[src/rtl/pfa_pkg.sv]
// shared types and constants for the page frame free list allocator
// no dependencies; every other file imports this package
package pfa_pkg;

   localparam int POOL_PAGES = 128;
   localparam int PAGE_BYTES = 4096;
   localparam int PAGE_SHIFT = $clog2(PAGE_BYTES);
   localparam int PAGE_W     = 8;
   localparam int COUNT_W    = 8;
   localparam int ADDR_W     = 19;
   localparam int IDX_W      = $clog2(POOL_PAGES);

   typedef logic [PAGE_W-1:0]  page_type;
   typedef logic [COUNT_W-1:0] count_type;
   typedef logic [ADDR_W-1:0]  addr_type;

   // page index that stands for "none"
   localparam page_type PAGE_NONE = PAGE_W'(POOL_PAGES);

   localparam logic ACT_ALLOC = 1'b0;
   localparam logic ACT_FREE  = 1'b1;

   typedef struct packed {
      logic load;
      logic rd;
      logic wr;
      logic finish;
   } cmd_type;

   typedef struct packed {
      logic more;
   } status_type;

endpackage

[src/rtl/pfa_channels.sv]
// request and response channel interfaces of the page frame allocator
// depends on pfa_pkg
interface pfa_req_if import pfa_pkg::*; ();
   logic      valid;
   logic      ready;
   logic      action;
   count_type count;
   page_type  chain_head;

   modport source (output valid, action, count, chain_head, input ready);
   modport sink (input valid, action, count, chain_head, output ready);
endinterface

interface pfa_rsp_if import pfa_pkg::*; ();
   logic      valid;
   logic      ready;
   page_type  head_page;
   addr_type  head_address;
   count_type pages_done;
   logic      short_grant;
   logic      chain_overrun;

   modport source (output valid, head_page, head_address, pages_done, short_grant,
                   chain_overrun, input ready);
   modport sink (input valid, head_page, head_address, pages_done, short_grant,
                 chain_overrun, output ready);
endinterface

[src/rtl/pfa_ctrl.sv]
// sequencer for the allocator: read / write steps per page, response slot
// depends on pfa_pkg
module pfa_ctrl import pfa_pkg::*; (
   input  logic       clock,
   input  logic       reset,
   input  logic       req_valid,
   output logic       req_ready,
   output logic       rsp_valid,
   input  logic       rsp_ready,
   input  status_type status,
   output cmd_type    cmd
);

   localparam logic [1:0] ST_IDLE   = 2'd0;
   localparam logic [1:0] ST_READ   = 2'd1;
   localparam logic [1:0] ST_WRITE  = 2'd2;
   localparam logic [1:0] ST_FINISH = 2'd3;

   logic [1:0] state_ff, state_in;
   logic       rsp_valid_ff, rsp_valid_in;
   logic       slot_free;

   assign slot_free = !rsp_valid_ff || rsp_ready;
   assign req_ready = (state_ff == ST_IDLE);
   assign rsp_valid = rsp_valid_ff;

   always_comb begin
      state_in   = state_ff;
      cmd        = '0;
      unique case (state_ff)
         ST_IDLE: begin
            if (req_valid) begin
               cmd.load = 1'b1;
               state_in = ST_READ;
            end
         end
         ST_READ: begin
            if (status.more) begin
               cmd.rd   = 1'b1;
               state_in = ST_WRITE;
            end else begin
               state_in = ST_FINISH;
            end
         end
         ST_WRITE: begin
            cmd.wr   = 1'b1;
            state_in = ST_READ;
         end
         ST_FINISH: begin
            // hold the result until the output slot drains
            if (slot_free) begin
               cmd.finish = 1'b1;
               state_in   = ST_IDLE;
            end
         end
         default: state_in = ST_IDLE;
      endcase
   end

   always_comb begin
      rsp_valid_in = rsp_valid_ff;
      priority if (cmd.finish) rsp_valid_in = 1'b1;
      else if (rsp_ready)      rsp_valid_in = 1'b0;
   end

   always_ff @(posedge clock) begin
      if (reset) begin
         state_ff     <= ST_IDLE;
         rsp_valid_ff <= 1'b0;
      end else begin
         state_ff     <= state_in;
         rsp_valid_ff <= rsp_valid_in;
      end
   end

`ifndef NO_ASSERTIONS
   a_rd_then_wr: assert property (@(posedge clock) disable iff (reset)
      cmd.rd |=> cmd.wr) else $error("memory read not followed by link write");
   a_finish_valid: assert property (@(posedge clock) disable iff (reset)
      cmd.finish |=> rsp_valid_ff) else $error("finished transaction not presented");
   a_load_idle: assert property (@(posedge clock) disable iff (reset)
      cmd.load |=> !req_ready) else $error("new transaction taken while busy");
`endif

endmodule

[src/rtl/pfa_datapath.sv]
// next-link memory, free stack top, walk registers and result register
// depends on pfa_pkg; driven by pfa_ctrl commands
module pfa_datapath import pfa_pkg::*; (
   input  logic       clock,
   input  logic       reset,
   input  cmd_type    cmd,
   output status_type status,
   input  logic       req_action,
   input  count_type  req_count,
   input  page_type   req_chain_head,
   output page_type   rsp_head_page,
   output addr_type   rsp_head_address,
   output count_type  rsp_pages_done,
   output logic       rsp_short_grant,
   output logic       rsp_chain_overrun
);

   page_type               link_mem [POOL_PAGES];
   logic [POOL_PAGES-1:0]  written_ff, written_in;
   page_type               free_top_ff, free_top_in;

   logic      action_ff;
   count_type count_ff;
   page_type  cur_ff, head_ff, pg_ff, rd_data_ff;
   count_type done_ff;
   logic      rd_written_ff;

   page_type  sel_page, link, wr_data;
   logic      cur_valid, top_valid;

   page_type  head_page_ff;
   addr_type  head_address_ff;
   count_type pages_done_ff;
   logic      short_grant_ff, chain_overrun_ff;

   assign sel_page  = (action_ff == ACT_FREE) ? cur_ff : free_top_ff;
   // an entry never written still holds its reset link, index plus one
   assign link      = rd_written_ff ? rd_data_ff : pg_ff + PAGE_W'(1);
   assign wr_data   = (action_ff == ACT_FREE) ? free_top_ff : head_ff;
   assign cur_valid = cur_ff < PAGE_NONE;
   assign top_valid = free_top_ff < PAGE_NONE;

   always_comb begin
      if (action_ff == ACT_FREE)
         status.more = cur_valid && (done_ff < COUNT_W'(POOL_PAGES));
      else
         status.more = (done_ff < count_ff) && top_valid;
   end

   always_comb begin
      written_in  = written_ff;
      free_top_in = free_top_ff;
      if (cmd.wr) begin
         written_in[pg_ff[IDX_W-1:0]] = 1'b1;
         free_top_in = (action_ff == ACT_FREE) ? pg_ff : link;
      end
   end

   always_ff @(posedge clock) begin
      if (reset) begin
         written_ff  <= '0;
         free_top_ff <= '0;
      end else begin
         written_ff  <= written_in;
         free_top_ff <= free_top_in;
      end
   end

   // link memory, one port used per cycle
   always_ff @(posedge clock) begin
      if (cmd.rd) begin
         rd_data_ff    <= link_mem[sel_page[IDX_W-1:0]];
         rd_written_ff <= written_ff[sel_page[IDX_W-1:0]];
      end
      if (cmd.wr)
         link_mem[pg_ff[IDX_W-1:0]] <= wr_data;
   end

   always_ff @(posedge clock) begin
      if (cmd.load) begin
         action_ff <= req_action;
         count_ff  <= req_count;
         cur_ff    <= req_chain_head;
         head_ff   <= PAGE_NONE;
         done_ff   <= '0;
      end
      if (cmd.rd)
         pg_ff <= sel_page;
      if (cmd.wr) begin
         done_ff <= done_ff + COUNT_W'(1);
         if (action_ff == ACT_FREE)
            cur_ff <= link;
         else
            head_ff <= pg_ff;
      end
      if (cmd.finish) begin
         head_page_ff     <= head_ff;
         head_address_ff  <= (head_ff < PAGE_NONE) ?
                             ADDR_W'({head_ff, {PAGE_SHIFT{1'b0}}}) : '0;
         pages_done_ff    <= done_ff;
         short_grant_ff   <= (action_ff == ACT_ALLOC) && (done_ff < count_ff);
         chain_overrun_ff <= (action_ff == ACT_FREE) && cur_valid;
      end
   end

   assign rsp_head_page     = head_page_ff;
   assign rsp_head_address  = head_address_ff;
   assign rsp_pages_done    = pages_done_ff;
   assign rsp_short_grant   = short_grant_ff;
   assign rsp_chain_overrun = chain_overrun_ff;

`ifndef NO_ASSERTIONS
   a_done_bound: assert property (@(posedge clock) disable iff (reset)
      cmd.wr |-> done_ff < COUNT_W'(POOL_PAGES)) else $error("page walk past pool size");
   a_wr_page_valid: assert property (@(posedge clock) disable iff (reset)
      cmd.wr |-> pg_ff < PAGE_NONE) else $error("link write to page outside pool");
   a_load_clears: assert property (@(posedge clock) disable iff (reset)
      cmd.load |=> done_ff == '0 && head_ff == PAGE_NONE)
      else $error("transaction start did not clear walk state");
`endif

endmodule

[src/rtl/page_frame_free_list_allocator.sv]
// top level of the page frame free list allocator
// depends on pfa_pkg, pfa_channels, pfa_ctrl, pfa_datapath
//
//   channel   dir   handshake     payload
//   req_ch    in    valid/ready   action, count, chain_head
//   rsp_ch    out   valid/ready   head_page, head_address, pages_done,
//                                 short_grant, chain_overrun
//
// each page takes a registered read of the link memory then the link write;
// the link memory uses one port at a time, and one walk runs at a time.
// reset is synchronous; per-entry written bits make the memory read as the
// reset chain at once, with no clearing pass.
// a stalled response is held in its output register while the next request
// is taken and walked; the result is loaded once the register drains.
module page_frame_free_list_allocator import pfa_pkg::*; (
   input  logic      clock,
   input  logic      reset,
   pfa_req_if.sink   req_ch,
   pfa_rsp_if.source rsp_ch
);

   cmd_type    cmd;
   status_type status;

   pfa_ctrl u_ctrl (
      .clock     (clock),
      .reset     (reset),
      .req_valid (req_ch.valid),
      .req_ready (req_ch.ready),
      .rsp_valid (rsp_ch.valid),
      .rsp_ready (rsp_ch.ready),
      .status    (status),
      .cmd       (cmd)
   );

   pfa_datapath u_datapath (
      .clock             (clock),
      .reset             (reset),
      .cmd               (cmd),
      .status            (status),
      .req_action        (req_ch.action),
      .req_count         (req_ch.count),
      .req_chain_head    (req_ch.chain_head),
      .rsp_head_page     (rsp_ch.head_page),
      .rsp_head_address  (rsp_ch.head_address),
      .rsp_pages_done    (rsp_ch.pages_done),
      .rsp_short_grant   (rsp_ch.short_grant),
      .rsp_chain_overrun (rsp_ch.chain_overrun)
   );

endmodule

[src/flat_wrapper.sv]
// flat-port wrapper written by rule: the top's interface ports become plain ports
module page_frame_free_list_allocator_flat import pfa_pkg::*;
  (clock, reset, req_ch_valid, req_ch_action, req_ch_count, req_ch_chain_head, req_ch_ready, rsp_ch_valid, rsp_ch_head_page, rsp_ch_head_address, rsp_ch_pages_done, rsp_ch_short_grant, rsp_ch_chain_overrun, rsp_ch_ready);
  pfa_req_if req_ch_i ();
  pfa_rsp_if rsp_ch_i ();
  input  logic clock;
  input  logic reset;
  input wire logic [$bits(req_ch_i.valid)-1:0] req_ch_valid;
  input wire logic [$bits(req_ch_i.action)-1:0] req_ch_action;
  input wire logic [$bits(req_ch_i.count)-1:0] req_ch_count;
  input wire logic [$bits(req_ch_i.chain_head)-1:0] req_ch_chain_head;
  output wire logic [$bits(req_ch_i.ready)-1:0] req_ch_ready;
  output wire logic [$bits(rsp_ch_i.valid)-1:0] rsp_ch_valid;
  output wire logic [$bits(rsp_ch_i.head_page)-1:0] rsp_ch_head_page;
  output wire logic [$bits(rsp_ch_i.head_address)-1:0] rsp_ch_head_address;
  output wire logic [$bits(rsp_ch_i.pages_done)-1:0] rsp_ch_pages_done;
  output wire logic [$bits(rsp_ch_i.short_grant)-1:0] rsp_ch_short_grant;
  output wire logic [$bits(rsp_ch_i.chain_overrun)-1:0] rsp_ch_chain_overrun;
  input wire logic [$bits(rsp_ch_i.ready)-1:0] rsp_ch_ready;
  assign req_ch_i.valid = req_ch_valid;
  assign req_ch_i.action = req_ch_action;
  assign req_ch_i.count = req_ch_count;
  assign req_ch_i.chain_head = req_ch_chain_head;
  assign req_ch_ready = req_ch_i.ready;
  assign rsp_ch_valid = rsp_ch_i.valid;
  assign rsp_ch_head_page = rsp_ch_i.head_page;
  assign rsp_ch_head_address = rsp_ch_i.head_address;
  assign rsp_ch_pages_done = rsp_ch_i.pages_done;
  assign rsp_ch_short_grant = rsp_ch_i.short_grant;
  assign rsp_ch_chain_overrun = rsp_ch_i.chain_overrun;
  assign rsp_ch_i.ready = rsp_ch_ready;
  page_frame_free_list_allocator u_core (.clock(clock), .reset(reset), .req_ch(req_ch_i), .rsp_ch(rsp_ch_i));
endmodule
[config.mk]
export PLATFORM = sky130hd
export DESIGN_NAME = page_frame_free_list_allocator_flat
export DESIGN_NICKNAME = d
export VERILOG_FILES = /design/src/rtl/pfa_pkg.sv /design/src/rtl/pfa_channels.sv /design/src/rtl/pfa_ctrl.sv /design/src/rtl/pfa_datapath.sv /design/src/rtl/page_frame_free_list_allocator.sv /design/src/flat_wrapper.sv
export SDC_FILE = /design/constraint.sdc
export NUM_CORES = 2
export LEC_CHECK = 0
export ABC_CLOCK_PERIOD_IN_PS = 9300
export BUFFER_PORTS_ARGS = -buffer_cell sky130_fd_sc_hd__buf_2
export CORE_MARGIN = 10
export CORE_UTILIZATION = 63
export DETAILED_ROUTE_END_ITERATION = 6
export PLACE_DENSITY = 0.8
export SLEW_MARGIN = 25
export SYNTH_ARGS = -nofsm -noshare
export SYNTH_HDL_FRONTEND = slang
export SYNTH_SLANG_ARGS = --single-unit
[constraint.sdc]
create_clock -name clock -period 9.3 [get_ports clock]
set_input_delay 1.86 -clock clock [delete_from_list [all_inputs] [get_ports clock]]
set_output_delay 1.86 -clock clock [all_outputs]
set_load 0.02 [all_outputs]
==> qor.csv <==
metric,value,unit
status,finished clean,
Worst-Margin Slew,1110,ps
routability cong.,0.896,
Min Hold Slack,466,ps
Hold Path Class,flop to flop,
CP Capture Type,flop,
# Max-Cap Violations,0,
clk root buf,clkbuf_16,
width of the die,299,um
WP data required,9820,ps
placed cell areas,50100,sq um
Fmax,192,MHz
Via Count,31500,
Syn Std Cell Area,49100,sq um
Synth warnings,0,
CTS Buffer Depth,3,
Cell Rows,102,
"Seq/Total Area, Yosys",72.6,%
total grt overflow,0,
Final Setup Violations,0,
total core area,77300,sq um
TNS Setup,0,ps
Iteration-0 DRC Markers,4904,
XOR/XNOR Fraction of Synth Area,0.214,%
share of cells above drive strength 1,8.94,%
CTS tree,yes,
Crit. Startpoint,u_core.u_datapath.action_ff,
CP startpoint kind,flop,
TritonRoute pass-1 iters,6,
"EDFF count, synth",1083,
cell taking the most area after synthesis,edfxtp_1,
Max IR drop VDD,177,uV
combinational family with the most area after synthesis,simple AND/OR/NAND/NOR gates,
PostCTS Resize Cnt,0,
largest net degree at the start of global routing,205,
vias in the first global route,30000,
HPWL Detailed,69.5,mm
worst path arrival time,5720,ps
drt wl/cell,24.7,um
antenna violations before repair,0,
worst reg2reg setup slack,4100,ps
top_reg_cell synth,edfxtp_1,
Power Density,248,nW/um^2
Total Routing Usage GR,26.6,%
Die ar.,89400,sq um
Num Clock Sinks,1238,
post-synthesis register bit count,1238,
Final Hold Fails,0,
Worst-path clk slew,60,ps
first-pass GRT wire length,183,mm
Initial Util,63.4,%
antenna cells,0,
Final period util,55.9,%
CP Class,flop to flop,
Ports,60,
Area growth syn-to-layout,10.4,%
TritonCTS Buffers,116,
fin crit period,5200,ps
RSZ-0062 raised after global routing,false,
Layout fillers,4895,
worst reg-to-reg path cell count,10,
Post-CTS Hold Fix Bufs,0,
port buffer count,47,
WL final,122,mm
mux contribution to synthesized area,5.50,%
Max Slew Vio Count,0,
Compound-Gate Fraction of Synth Area,4.22,%
Leakage,18.6,nW
DRC,0,
Synth Area per Inst,12.9,sq um
Setup Buffers After CTS,0,
Post-synth ARST share,0,%
clk_skew,54.3,ps
Detail Route Antenna Nets,0,
Slew HR,25.9,%
final instance area,54100,sq um
H-tree Lvls,3,
Cells after Synth,3794,
via/cell ratio,6.38,
Area contributors post-synth,"edfxtp_1 (66%), nand2_1 (6.8%), dfxtp_1 (6.3%), mux2i_1 (4.5%), nand3_1 (3.9%)",
FF-to-FF Start,u_core.u_datapath.action_ff,
top cell type's share of synthesized area,66.3,%
Simple-Gate Fraction of Synth Area,14.9,%
fin nets,3820,
area share of fa/ha/maj cells after synthesis,0.230,%
Crit Path Max Fanout,143,
flip-flop count of the largest register after layout,1024,
"Distinct cells, synth",50,
Worst Setup EP,u_core.u_datapath.rd_data_ff[5],
reg-to-reg endpoint,u_core.u_datapath.rd_data_ff[5],
Worst-Skew Late Latency,700,ps
die height,299,um
[power breakdown]
part           internal (mW)  total [mW]  switching, mW
clock network           2.86        4.89           2.02
logic                  0.646        2.29           1.64
registers               6.20        6.26         0.0642
total                   9.71        13.4           3.73
[cells in the mapped netlist, drive strengths merged, types with 6 or more instances]
cell	count
nor3	21
dfxtp	155
xnor2	6
mux4	18
nor2	379
clkbuf	130
mux2	9
ha	9
nand4	19
o21ba	24
nand3	378
nor2b	19
o311ai	10
inv	14
a21oi	35
mux2i	219
xor2	6
and3	20
a22o	16
a311oi	18
o22ai	54
buf	101
a32oi	36
a31oi	36
nand2b	8
nor4	18
nand2	884
o21ai	28
edfxtp	1083
o31ai	18
[area by class of cell]
cell class	count	area [sq um]	share of cell area, %
Tap cell	1040	1300	2.40
Multi-Input combinational cell	2322	12500	23.0
Inverter	14	73.8	0.136
Clock buffer	167	3270	6.03
Sequential cell	1238	35600	65.8
Timing Repair Buffer	98	682	1.26
Clock inverter	54	723	1.34
[worst min-delay path by stage]
| stage | startpoint | endpoint | slack [ps] | cells after the start |
|---|---|---|---|---|
| 6_report | u_core.u_datapath.written_ff[28] | u_core.u_datapath.written_ff[28] | 470 | 2 |
| 5_1_grt | u_core.u_datapath.written_ff[12] | u_core.u_datapath.written_ff[12] | 490 | 2 |
| 4_1_cts | u_core.u_datapath.written_ff[64] | u_core.u_datapath.written_ff[64] | 470 | 2 |
| 3_5_place_dp | u_core.u_datapath.written_ff[64] | u_core.u_datapath.written_ff[64] | 460 | 2 |
| 3_3_place_gp | u_core.u_datapath.written_ff[18] | u_core.u_datapath.written_ff[18] | 450 | 2 |
| 2_1_floorplan | u_core.u_datapath.written_ff[124] | u_core.u_datapath.written_ff[124] | 440 | 2 |
[per-stage QoR]
| step | std cells | setup slack (ps) | total power, mW | util, % |
|---|---|---|---|---|
| global placement | 4711 | 4200 | 8.55 | 64.8 |
| floorplan | 3805 | 1960 | 7.85 | - |
| detailed placement | 4711 | 4220 | 8.59 | 64.8 |
| finish | 4933 | 4100 | 13.4 | 70.0 |
| global route | 4933 | 3880 | 13.8 | 70.0 |
| CTS | 4932 | 4160 | 13.4 | 70.0 |
[routing by layer]
layer  vias to the layer above  part of all wire [%]  global-route usage (%)
met5                         -                     0                       0
met4                         0                   4.3                    11.4
met3                       343                    12                    5.25
met2                      2160                    47                    41.8
met1                     15200                    37                    36.1
li1                      13700                     -                       -
[cell families after synthesis]
logic type,count (synthesis)
AOI/OAI and AO/OA,289
xor gates and xnor gates,12
adders and majority gates,9
buffers and inverters,245
DFF,1238
muxes,246
other,1
and+or+nand+nor,1754
[critical path, cell delays in order (launching register included)]
cell and delay [ps]:
edfxtp_1 440, mux2i_4 280, inv_16 310, buf_4 870, buf_4 880, mux2i_1 180, mux4_2 530, a22o_1 200
nor3_1 690, nor3_1 290, o311ai_1 140
[placed cells by master (no fill, tap or decap), types with 46 or more instances in the layout]
cell type,Yosys,routed
mux2i_1,219,216
nand3_1,378,378
nor2_1,378,370
buf_2,57,46
o22ai_1,54,54
edfxtp_1,1083,1083
nand2_1,884,883
clkbuf_16,0,117
dfxtp_1,155,155
buf_4,22,47
Power figures use the tool's default switching activity.
